==> src/bitmap_pool_slot_allocator_macros.svh <==
// Assertion macros shared by the slot allocator RTL.
`ifndef BITMAP_POOL_SLOT_ALLOCATOR_MACROS_SVH
`define BITMAP_POOL_SLOT_ALLOCATOR_MACROS_SVH

// Same-cycle implication, held off during reset.
`define BPSA_ASSERT_NOW(label, clk, rst_n, ante, cons, msg) \
  label: assert property (@(posedge clk) disable iff (!rst_n) (ante) |-> (cons)) \
    else $error(msg);

// Next-cycle implication, held off during reset.
`define BPSA_ASSERT_NEXT(label, clk, rst_n, ante, cons, msg) \
  label: assert property (@(posedge clk) disable iff (!rst_n) (ante) |=> (cons)) \
    else $error(msg);

`endif

==> src/bpsa_pkg.sv <==
// Types, constants and helper functions of the slot allocator.
package bpsa_pkg;

  localparam int POOL_SLOTS = 64;   // power of two, 8..64
  localparam int POOLS      = 16;   // 1..2**(IDX_W-POS_W), 16 here
  localparam int IDX_W      = 10;
  localparam int POS_W      = $clog2(POOL_SLOTS);
  localparam int POOL_AW    = (POOLS > 1) ? $clog2(POOLS) : 1;
  localparam int CNT_W      = $clog2(POOLS + 1);

  typedef logic [POOL_SLOTS-1:0] mask_t;
  typedef logic [POS_W-1:0]      pos_t;
  typedef logic [POOL_AW-1:0]    pool_idx_t;
  typedef logic [CNT_W-1:0]      pool_cnt_t;
  typedef logic [POOLS-1:0]      pool_vec_t;
  typedef logic [IDX_W-1:0]      slot_idx_t;

  localparam mask_t FULL_MASK = '1;

  typedef enum logic [1:0] {
    OP_ALLOC = 2'd0,
    OP_QUERY = 2'd1,
    OP_MARK  = 2'd2,
    OP_CLEAR = 2'd3
  } op_t;

  typedef enum logic {
    ST_IDLE = 1'b0,
    ST_EXEC = 1'b1
  } state_t;

  typedef struct packed {
    op_t       op;
    slot_idx_t slot_index;
  } bpsa_in_t;

  typedef struct packed {
    slot_idx_t granted_slot;
    logic      slot_used;
    logic      out_of_slots;
  } bpsa_out_t;

  // Pool bookkeeping seen by the controller.
  typedef struct packed {
    logic      hit;         // some opened pool still has a free slot
    pool_idx_t hit_pool;    // highest such pool
    logic      all_open;    // no pool left to open
    pool_idx_t next_pool;   // pool that the next open takes
    pool_cnt_t opened;
    pool_vec_t fresh;       // pool reads as all free regardless of RAM
  } sum_status_t;

  // Bookkeeping update from the controller's write-back.
  typedef struct packed {
    logic      wr;
    pool_idx_t pool;
    logic      nonempty;
    logic      open;
    logic      clear_all;
  } sum_upd_t;

  function automatic pos_t lowest_set(mask_t m);
    pos_t r;
    r = '0;
    for (int i = POOL_SLOTS - 1; i >= 0; i--) begin
      if (m[i]) begin
        r = pos_t'(i);
      end
    end
    return r;
  endfunction

  function automatic slot_idx_t slot_of(pool_idx_t p, pos_t b);
    logic [31:0] t;
    t = (32'(p) << POS_W) | 32'(b);
    return t[IDX_W-1:0];
  endfunction

endpackage

==> src/bpsa_ram.sv <==
// Generic single-write, single-read RAM with registered read data.
module bpsa_ram #(
  parameter int WIDTH = 8,
  parameter int DEPTH = 16,
  parameter int AW    = (DEPTH > 1) ? $clog2(DEPTH) : 1
) (
  input  logic             clk,
  input  logic             we,
  input  logic [AW-1:0]    waddr,
  input  logic [WIDTH-1:0] wdata,
  input  logic             re,
  input  logic [AW-1:0]    raddr,
  output logic [WIDTH-1:0] rdata
);

  logic [WIDTH-1:0] mem [DEPTH];
  logic [WIDTH-1:0] rdata_r;

  always_ff @(posedge clk) begin
    if (we) begin
      mem[waddr] <= wdata;
    end
    if (re) begin
      rdata_r <= mem[raddr];
    end
  end

  assign rdata = rdata_r;

endmodule

==> src/bpsa_summary.sv <==
// Per-pool nonempty/fresh bits, open-pool count and pool selection.
`include "bitmap_pool_slot_allocator_macros.svh"

module bpsa_summary (
  input  logic                 clk,
  input  logic                 rst_n,
  input  bpsa_pkg::sum_upd_t   upd,
  output bpsa_pkg::sum_status_t status
);
  import bpsa_pkg::*;

  pool_vec_t nonempty_r, nonempty_nxt;
  pool_vec_t fresh_r, fresh_nxt;
  pool_cnt_t opened_r, opened_nxt;

  always_comb begin
    nonempty_nxt = nonempty_r;
    fresh_nxt    = fresh_r;
    opened_nxt   = opened_r;
    if (upd.clear_all) begin
      nonempty_nxt = '1;
      fresh_nxt    = '1;
    end
    if (upd.wr) begin
      nonempty_nxt[upd.pool] = upd.nonempty;
      fresh_nxt[upd.pool]    = 1'b0;
    end
    if (upd.open) begin
      opened_nxt = opened_r + pool_cnt_t'(1);
    end
  end

  always_ff @(posedge clk) begin
    if (!rst_n) begin
      nonempty_r <= '1;
      fresh_r    <= '1;
      opened_r   <= '0;
    end else begin
      nonempty_r <= nonempty_nxt;
      fresh_r    <= fresh_nxt;
      opened_r   <= opened_nxt;
    end
  end

  // highest opened pool with a free slot
  always_comb begin
    status.hit      = 1'b0;
    status.hit_pool = '0;
    for (int p = 0; p < POOLS; p++) begin
      if (nonempty_r[p] && (pool_cnt_t'(p) < opened_r)) begin
        status.hit      = 1'b1;
        status.hit_pool = pool_idx_t'(p);
      end
    end
    status.all_open  = (opened_r == pool_cnt_t'(POOLS));
    status.next_pool = opened_r[POOL_AW-1:0];
    status.opened    = opened_r;
    status.fresh     = fresh_r;
  end

  `BPSA_ASSERT_NOW(a_opened_bound, clk, rst_n, 1'b1, opened_r <= pool_cnt_t'(POOLS), "open count beyond pool count")
  `BPSA_ASSERT_NOW(a_no_open_when_full, clk, rst_n, upd.open, opened_r < pool_cnt_t'(POOLS), "pool opened with none left")
  `BPSA_ASSERT_NOW(a_clear_no_write, clk, rst_n, upd.clear_all, !upd.wr, "free all with a write")

endmodule

==> src/bitmap_pool_slot_allocator.sv <==
// Top level of the bitmap pool slot allocator: controller and mask datapath.
`include "bitmap_pool_slot_allocator_macros.svh"

// Bitmap pool slot allocator. Each request (allocate, query, mark used,
// free all) is accepted at a clock edge with start high and busy low:
// the accept edge reads the chosen pool's free mask from the registered
// mask RAM, and the following execute cycle modifies it and writes it
// back, so busy is high for exactly one cycle after each accept and no new
// request is taken until the execute cycle is over. The result appears on
// out_res with out_strobe high for exactly one cycle, the cycle right
// after the execute cycle, registered at the end of it; it is not held,
// and the receiver cannot stall it. Every request yields exactly one
// result. Pool choice for allocate comes from per-pool nonempty flags
// kept in flops, so no search over the RAM is needed. Free-all marks
// pools fresh in flops instead of sweeping the RAM, so it takes no longer
// than other requests and there is no clearing pass after reset. A slot in
// a pool not yet opened reads as unused, and marking it does nothing.
module bitmap_pool_slot_allocator (
  input  logic                clk,
  input  logic                rst_n,
  input  logic                start,
  output logic                busy,
  input  bpsa_pkg::bpsa_in_t  in_req,
  output logic                out_strobe,
  output bpsa_pkg::bpsa_out_t out_res
);
  import bpsa_pkg::*;

  state_t    state_r, state_nxt;
  logic      accept;

  // request latched at accept
  op_t       op_r;
  pool_idx_t pool_r;
  pos_t      pos_r;
  logic      opened_r;
  logic      hit_r;
  logic      all_open_r;

  // result register
  logic      out_strobe_r, out_strobe_nxt;
  bpsa_out_t out_res_r, out_res_nxt;

  // RAM and bookkeeping
  sum_status_t status;
  sum_upd_t    upd;
  logic        ram_we;
  mask_t       ram_wdata;
  mask_t       ram_rdata;
  pool_idx_t   ram_raddr;
  mask_t       cur_mask;
  mask_t       new_mask;
  pos_t        low_bit;

  // decode of the incoming request
  logic [IDX_W-1:0] req_pool;
  logic             req_opened;

  assign accept     = start && (state_r == ST_IDLE);
  assign busy       = (state_r != ST_IDLE);
  assign req_pool   = in_req.slot_index >> POS_W;
  assign req_opened = (req_pool < IDX_W'(status.opened));
  assign ram_raddr  = (in_req.op == OP_ALLOC) ? status.hit_pool : req_pool[POOL_AW-1:0];

  bpsa_summary u_summary (
    .clk    (clk),
    .rst_n  (rst_n),
    .upd    (upd),
    .status (status)
  );

  bpsa_ram #(
    .WIDTH (POOL_SLOTS),
    .DEPTH (POOLS)
  ) u_mask_ram (
    .clk   (clk),
    .we    (ram_we),
    .waddr (pool_r),
    .wdata (ram_wdata),
    .re    (accept),
    .raddr (ram_raddr),
    .rdata (ram_rdata)
  );

  always_ff @(posedge clk) begin
    if (accept) begin
      op_r       <= in_req.op;
      pos_r      <= in_req.slot_index[POS_W-1:0];
      opened_r   <= req_opened;
      hit_r      <= status.hit;
      all_open_r <= status.all_open;
      if (in_req.op == OP_ALLOC) begin
        pool_r <= status.hit ? status.hit_pool : status.next_pool;
      end else begin
        pool_r <= req_pool[POOL_AW-1:0];
      end
    end
  end

  // fresh pools read as all free; the RAM entry may be stale or unwritten
  assign cur_mask = status.fresh[pool_r] ? FULL_MASK : ram_rdata;
  assign low_bit  = lowest_set(cur_mask);

  always_comb begin
    state_nxt      = state_r;
    out_strobe_nxt = 1'b0;
    out_res_nxt    = '0;
    ram_we         = 1'b0;
    new_mask       = cur_mask;
    upd            = '0;
    upd.pool       = pool_r;

    case (state_r)
      ST_IDLE: begin
        if (accept) begin
          state_nxt = ST_EXEC;
        end
      end
      ST_EXEC: begin
        state_nxt      = ST_IDLE;
        out_strobe_nxt = 1'b1;
        case (op_r)
          OP_ALLOC: begin
            if (hit_r) begin
              new_mask                 = cur_mask & ~(mask_t'(1) << low_bit);
              ram_we                   = 1'b1;
              out_res_nxt.granted_slot = slot_of(pool_r, low_bit);
            end else if (!all_open_r) begin
              // open the next pool and hand out its slot 0
              new_mask                 = FULL_MASK & ~mask_t'(1);
              ram_we                   = 1'b1;
              upd.open                 = 1'b1;
              out_res_nxt.granted_slot = slot_of(pool_r, '0);
            end else begin
              out_res_nxt.out_of_slots = 1'b1;
            end
          end
          OP_QUERY: begin
            out_res_nxt.slot_used = opened_r && !cur_mask[pos_r];
          end
          OP_MARK: begin
            if (opened_r) begin
              new_mask = cur_mask & ~(mask_t'(1) << pos_r);
              ram_we   = 1'b1;
            end
          end
          OP_CLEAR: begin
            upd.clear_all = 1'b1;
          end
          default: begin
          end
        endcase
      end
      default: begin
        state_nxt = ST_IDLE;
      end
    endcase

    ram_wdata    = new_mask;
    upd.wr       = ram_we;
    upd.nonempty = |new_mask;
  end

  always_ff @(posedge clk) begin
    if (!rst_n) begin
      state_r      <= ST_IDLE;
      out_strobe_r <= 1'b0;
    end else begin
      state_r      <= state_nxt;
      out_strobe_r <= out_strobe_nxt;
    end
  end

  always_ff @(posedge clk) begin
    out_res_r <= out_res_nxt;
  end

  assign out_strobe = out_strobe_r;
  assign out_res    = out_res_r;

  `BPSA_ASSERT_NEXT(a_accept_exec, clk, rst_n, accept, busy && !out_strobe, "accept not followed by execute cycle")
  `BPSA_ASSERT_NEXT(a_exec_result, clk, rst_n, busy, out_strobe && !busy, "execute cycle gave no single result")
  `BPSA_ASSERT_NOW(a_oos_no_grant, clk, rst_n, out_strobe && out_res.out_of_slots, out_res.granted_slot == '0, "grant with out of slots")

endmodule

==> config.mk <==
export PLATFORM = sky130hd
export DESIGN_NAME = bitmap_pool_slot_allocator
export DESIGN_NICKNAME = d
export VERILOG_FILES = /design/src/bpsa_pkg.sv /design/src/bpsa_ram.sv /design/src/bpsa_summary.sv /design/src/bitmap_pool_slot_allocator.sv
export VERILOG_INCLUDE_DIRS = /design/src /design/src/src
export SDC_FILE = /design/constraint.sdc
export NUM_CORES = 2
export LEC_CHECK = 0
export BUFFER_PORTS_ARGS = -buffer_cell sky130_fd_sc_hd__buf_2
export CORE_MARGIN = 8
export CORE_UTILIZATION = 33
export CTS_BUF_LIST = sky130_fd_sc_hd__clkbuf_8 sky130_fd_sc_hd__clkbuf_16
export DETAILED_ROUTE_END_ITERATION = 10
export MAX_ROUTING_LAYER = met4
export PLACE_DENSITY = 0.47
export SETUP_SLACK_MARGIN = 0.05
export SYNTH_ARGS = -nofsm -noshare
export SYNTH_HDL_FRONTEND = slang
export SYNTH_SLANG_ARGS = --single-unit
export TNS_END_PERCENT = 20
==> constraint.sdc <==
create_clock -name clk -period 21 [get_ports clk]
set_input_delay 2.1 -clock clk [delete_from_list [all_inputs] [get_ports clk]]
set_output_delay 2.1 -clock clk [all_outputs]
set_load 0.01 [all_outputs]
==> results.toml <==
[sta]
setup_viol_count_final = 0
tightest_slew_ns = 1.22
finalMaxSlewViolations = 0
finalClockSkew_ns = 0.0295
grt_setup_unrepaired = "false"
hold_viol = 0
slew_headroom_pct = 18.0
fmax_ghz = 0.168
post-route-min-period_ns = 5.96
finalSetupTns_ns = 0
finalCritPeriodShare_pct = 28.4

[cells_and_area]
regArea_um2 = 34100
nNetsFinal = 3341
n_fill_cell = 13900
utilization_pct = 37.5
drive_gt1_share_pct = 15.1
fin_cells = 5362
syn_to_final_growth_pct = 13.5
multiInputGateArea_um2 = 14500

[clocking]
cts_setup_buffers = 0
cts.sinks = 1154
cts_buffer_depth = 3
cts.hold.buffers_added = 0
insertion_delay_ns = 0.76
cts_root_buffer = "clkbuf_16"
numCtsBuffers = 120
htreeDepth = 3
ctsResizeCount = 0
cts_tree = "built"
cts.clk_slew.worst_paths_ns = 0.06

[worst_setup_path]
start_kind = "input port"
cp_data_required_time_ns = 21.50
crit_top_cell = "buf_12"
path_class = "input port to flop"
slowest_delay_ns = 0.93
path_cells = "buf_2 -> nor2_1 -> o2111ai_1 -> o21ai_4 -> buf_12 -> buf_12 -> buf_4 -> mux2_2 -> o211ai_1 -> nand3_1"
crit_fanout = 138
cpMaxStageDelayCell = "buf_4"
crit_arrival_ns = 6.46
cp-end-kind = "flop"

[synth]
seq_area_frac_synth_pct = 69.2
synth_area_um2 = 49300
synthCells = 3274
ys_async_sr_fraction_pct = 0
yosysWarnings = 0
synth_edf_count = 1103
synth-seq-cells = 1154
avgSynthCellArea_um2 = 15.1
ys.flop_type = "edfxtp_1"
ys_types = 82
synth_nets = 3294

[hold_path]
min_path_type = "flop to flop"

[route]
num_vias = 29500
drt_pass1_iterations = 5
drc = 0
wl_per_cell_um = 28.1
wirelength_um = 151000
via_per_inst = 5.50
drt_iter0_drc = 2534
drtAntennaViolNets = 0

[grt]
grt_max_degree = 151
grt-ovfl-total = 0
antenna_found_initial = 7
grt_first_pass_wirelength_um = 215000
track_usage_pct = 18.5
grt_pass1_vias = 29100

[power]
peakVddDrop_mv = 0.0792
leakagePower_nw = 20.2
powerDensity_nw_per_um2 = 89.5

[run]
maxCapViolations = 0

[run_status]
status = "finished clean"

[die]
die-area_um2 = 162000
core.rowCount = 142
die_h_um = 403
start_util_pct = 33.1
core_area_um2 = 149000
die_width_um = 403
io_pins = 29

[place]
place_congestion = 0.969
dpl.hpwl_um = 83000
port_buffers = 28
dp.cells = 5143
## final timing paths
path | startpoint | to | slack, ns | cells after the start
worst min register to register | u_summary.fresh_r[2] | u_summary.fresh_r[2] | 0.50 | 2
worst max-delay path | in_req[11] | u_mask_ram.rdata[63] | 15.04 | 10
worst max register to register | u_mask_ram.rdata[17] | u_summary.nonempty_r[2] | 15.07 | 11
worst min-delay path | u_summary.fresh_r[2] | u_summary.fresh_r[2] | 0.50 | 2
## cell usage after synthesis (7+ instances only)
master,instances,area share (%)
o21ai_0,82,0.83
or3_1,12,0.15
clkbuf_1,143,1.1
nand2b_1,14,0.18
buf_2,11,0.11
a31oi_1,27,0.34
or2_2,9,0.11
nand3_1,88,0.89
and2_1,19,0.24
buf_1,43,0.33
o221ai_1,10,0.18
mux4_2,21,0.96
dfxtp_1,51,2.1
nor4_1,37,0.47
mux2_2,132,3.0
mux2i_1,514,10
inv_1,19,0.14
edfxtp_1,1103,67
o22ai_1,48,0.61
a21o_1,11,0.17
nand2_1,211,1.6
nor3_1,66,0.67
nand4_1,11,0.14
and3_1,16,0.20
o211ai_1,140,2.1
nor2_1,117,0.89
o31ai_1,14,0.21
a211oi_1,11,0.17
nor2b_1,16,0.20
o21a_1,7,0.11
or4_1,10,0.15
a21oi_1,76,0.77
a22oi_1,68,1.0
## critical path, delay by kind of cell
kind	cells	cell delay, ns
mux	1	0.43
buf+inv	4	2.34
simple gates	2	0.65
compound gates	3	0.70
## metal layers
layer	GRT usage, %	part of all wire [%]
met5	-	0
met4	5.92	2.9
met3	3.00	5.4
met2	28.6	46
met1	25.1	46
## cell families after synthesis
kind of cell / after synthesis / synth area share (%)
AO/OA/AOI/OAI: 552 / 7.61
buffers and inverters: 225 / 1.83
multiplexers: 672 / 14.5
flip-flops: 1154 / 69.2
XOR/XNOR: 3 / 0.0533
AND/OR/NAND/NOR: 663 / 6.60
adder cells (fa/ha/maj): 5 / 0.127
## flip-flops by register name, summed over array words and instances, names as in the netlist, 2 cells and up
name / flops
u_mask_ram.rdata: 64
op_r: 2
pool_r: 4
pos_r: 6
u_summary.opened_r: 5
u_summary.nonempty_r: 16
u_mask_ram.mem: 1024
out_res: 12
u_summary.fresh_r: 16
## power breakdown
part | total, mW | leakage (nW) | switching (mW) | internal (mW)
clock network | 2.08 | 1.96 | 0.899 | 1.18
logic | 0.336 | 6.69 | 0.217 | 0.119
registers | 2.59 | 11.6 | 0.0528 | 2.54
total | 5.01 | 20.2 | 1.17 | 3.84
## cell usage in the layout (no fill, tap or decap), types with 7 or more instances in the layout
cell type | netlist | routed
a211oi_1 | 11 | 11
a21o_1 | 11 | 11
a21oi_1 | 76 | 72
a22oi_1 | 68 | 68
a31oi_1 | 27 | 24
and2_1 | 19 | 19
and3_1 | 16 | 16
buf_2 | 11 | 28
buf_4 | 5 | 99
bufinv_16 | 0 | 12
clkbuf_16 | 0 | 120
clkinv_1 | 0 | 29
clkinv_2 | 0 | 23
dfxtp_1 | 51 | 51
edfxtp_1 | 1103 | 1103
inv_1 | 19 | 39
mux2_2 | 132 | 132
mux2i_1 | 514 | 514
mux4_2 | 21 | 21
nand2_1 | 211 | 211
nand2b_1 | 14 | 14
nand3_1 | 88 | 88
nand4_1 | 11 | 11
nor2_1 | 117 | 102
nor2_4 | 0 | 15
nor2b_1 | 16 | 14
nor3_1 | 66 | 60
nor3_2 | 3 | 9
nor4_1 | 37 | 37
o211ai_1 | 140 | 140
o21a_1 | 7 | 7
o21ai_0 | 82 | 71
o21ai_1 | 5 | 12
o221ai_1 | 10 | 10
o22ai_1 | 48 | 48
o31ai_1 | 14 | 8
or2_2 | 9 | 9
or3_1 | 12 | 12
or4_1 | 10 | 10
## layout make-up
cell class / instances / share of cell area (%)
Clock buffer: 120 / 5.37
Clock inverter: 95 / 1.46
Sequential cell: 1154 / 61.0
Inverter: 19 / 0.127
Timing Repair Buffer: 131 / 1.72
Tap cell: 1944 / 4.35
Antenna cell: 4 / 0.0179
Multi-Input combinational cell: 1895 / 25.9
## stage by stage
stage	hold slack (ns)	cell area, um2	setup slack (ns)	total power, mW
finish	0.505	55900	15.04	5.01
global route	0.527	55900	14.66	5.17
CTS	0.509	55900	14.98	5.06
detailed placement	0.500	52100	14.13	2.97
global placement	0.493	52100	14.30	2.97
floorplan	0.478	49300	13.71	2.83
Note: power is estimated with default switching activity, not from simulation.
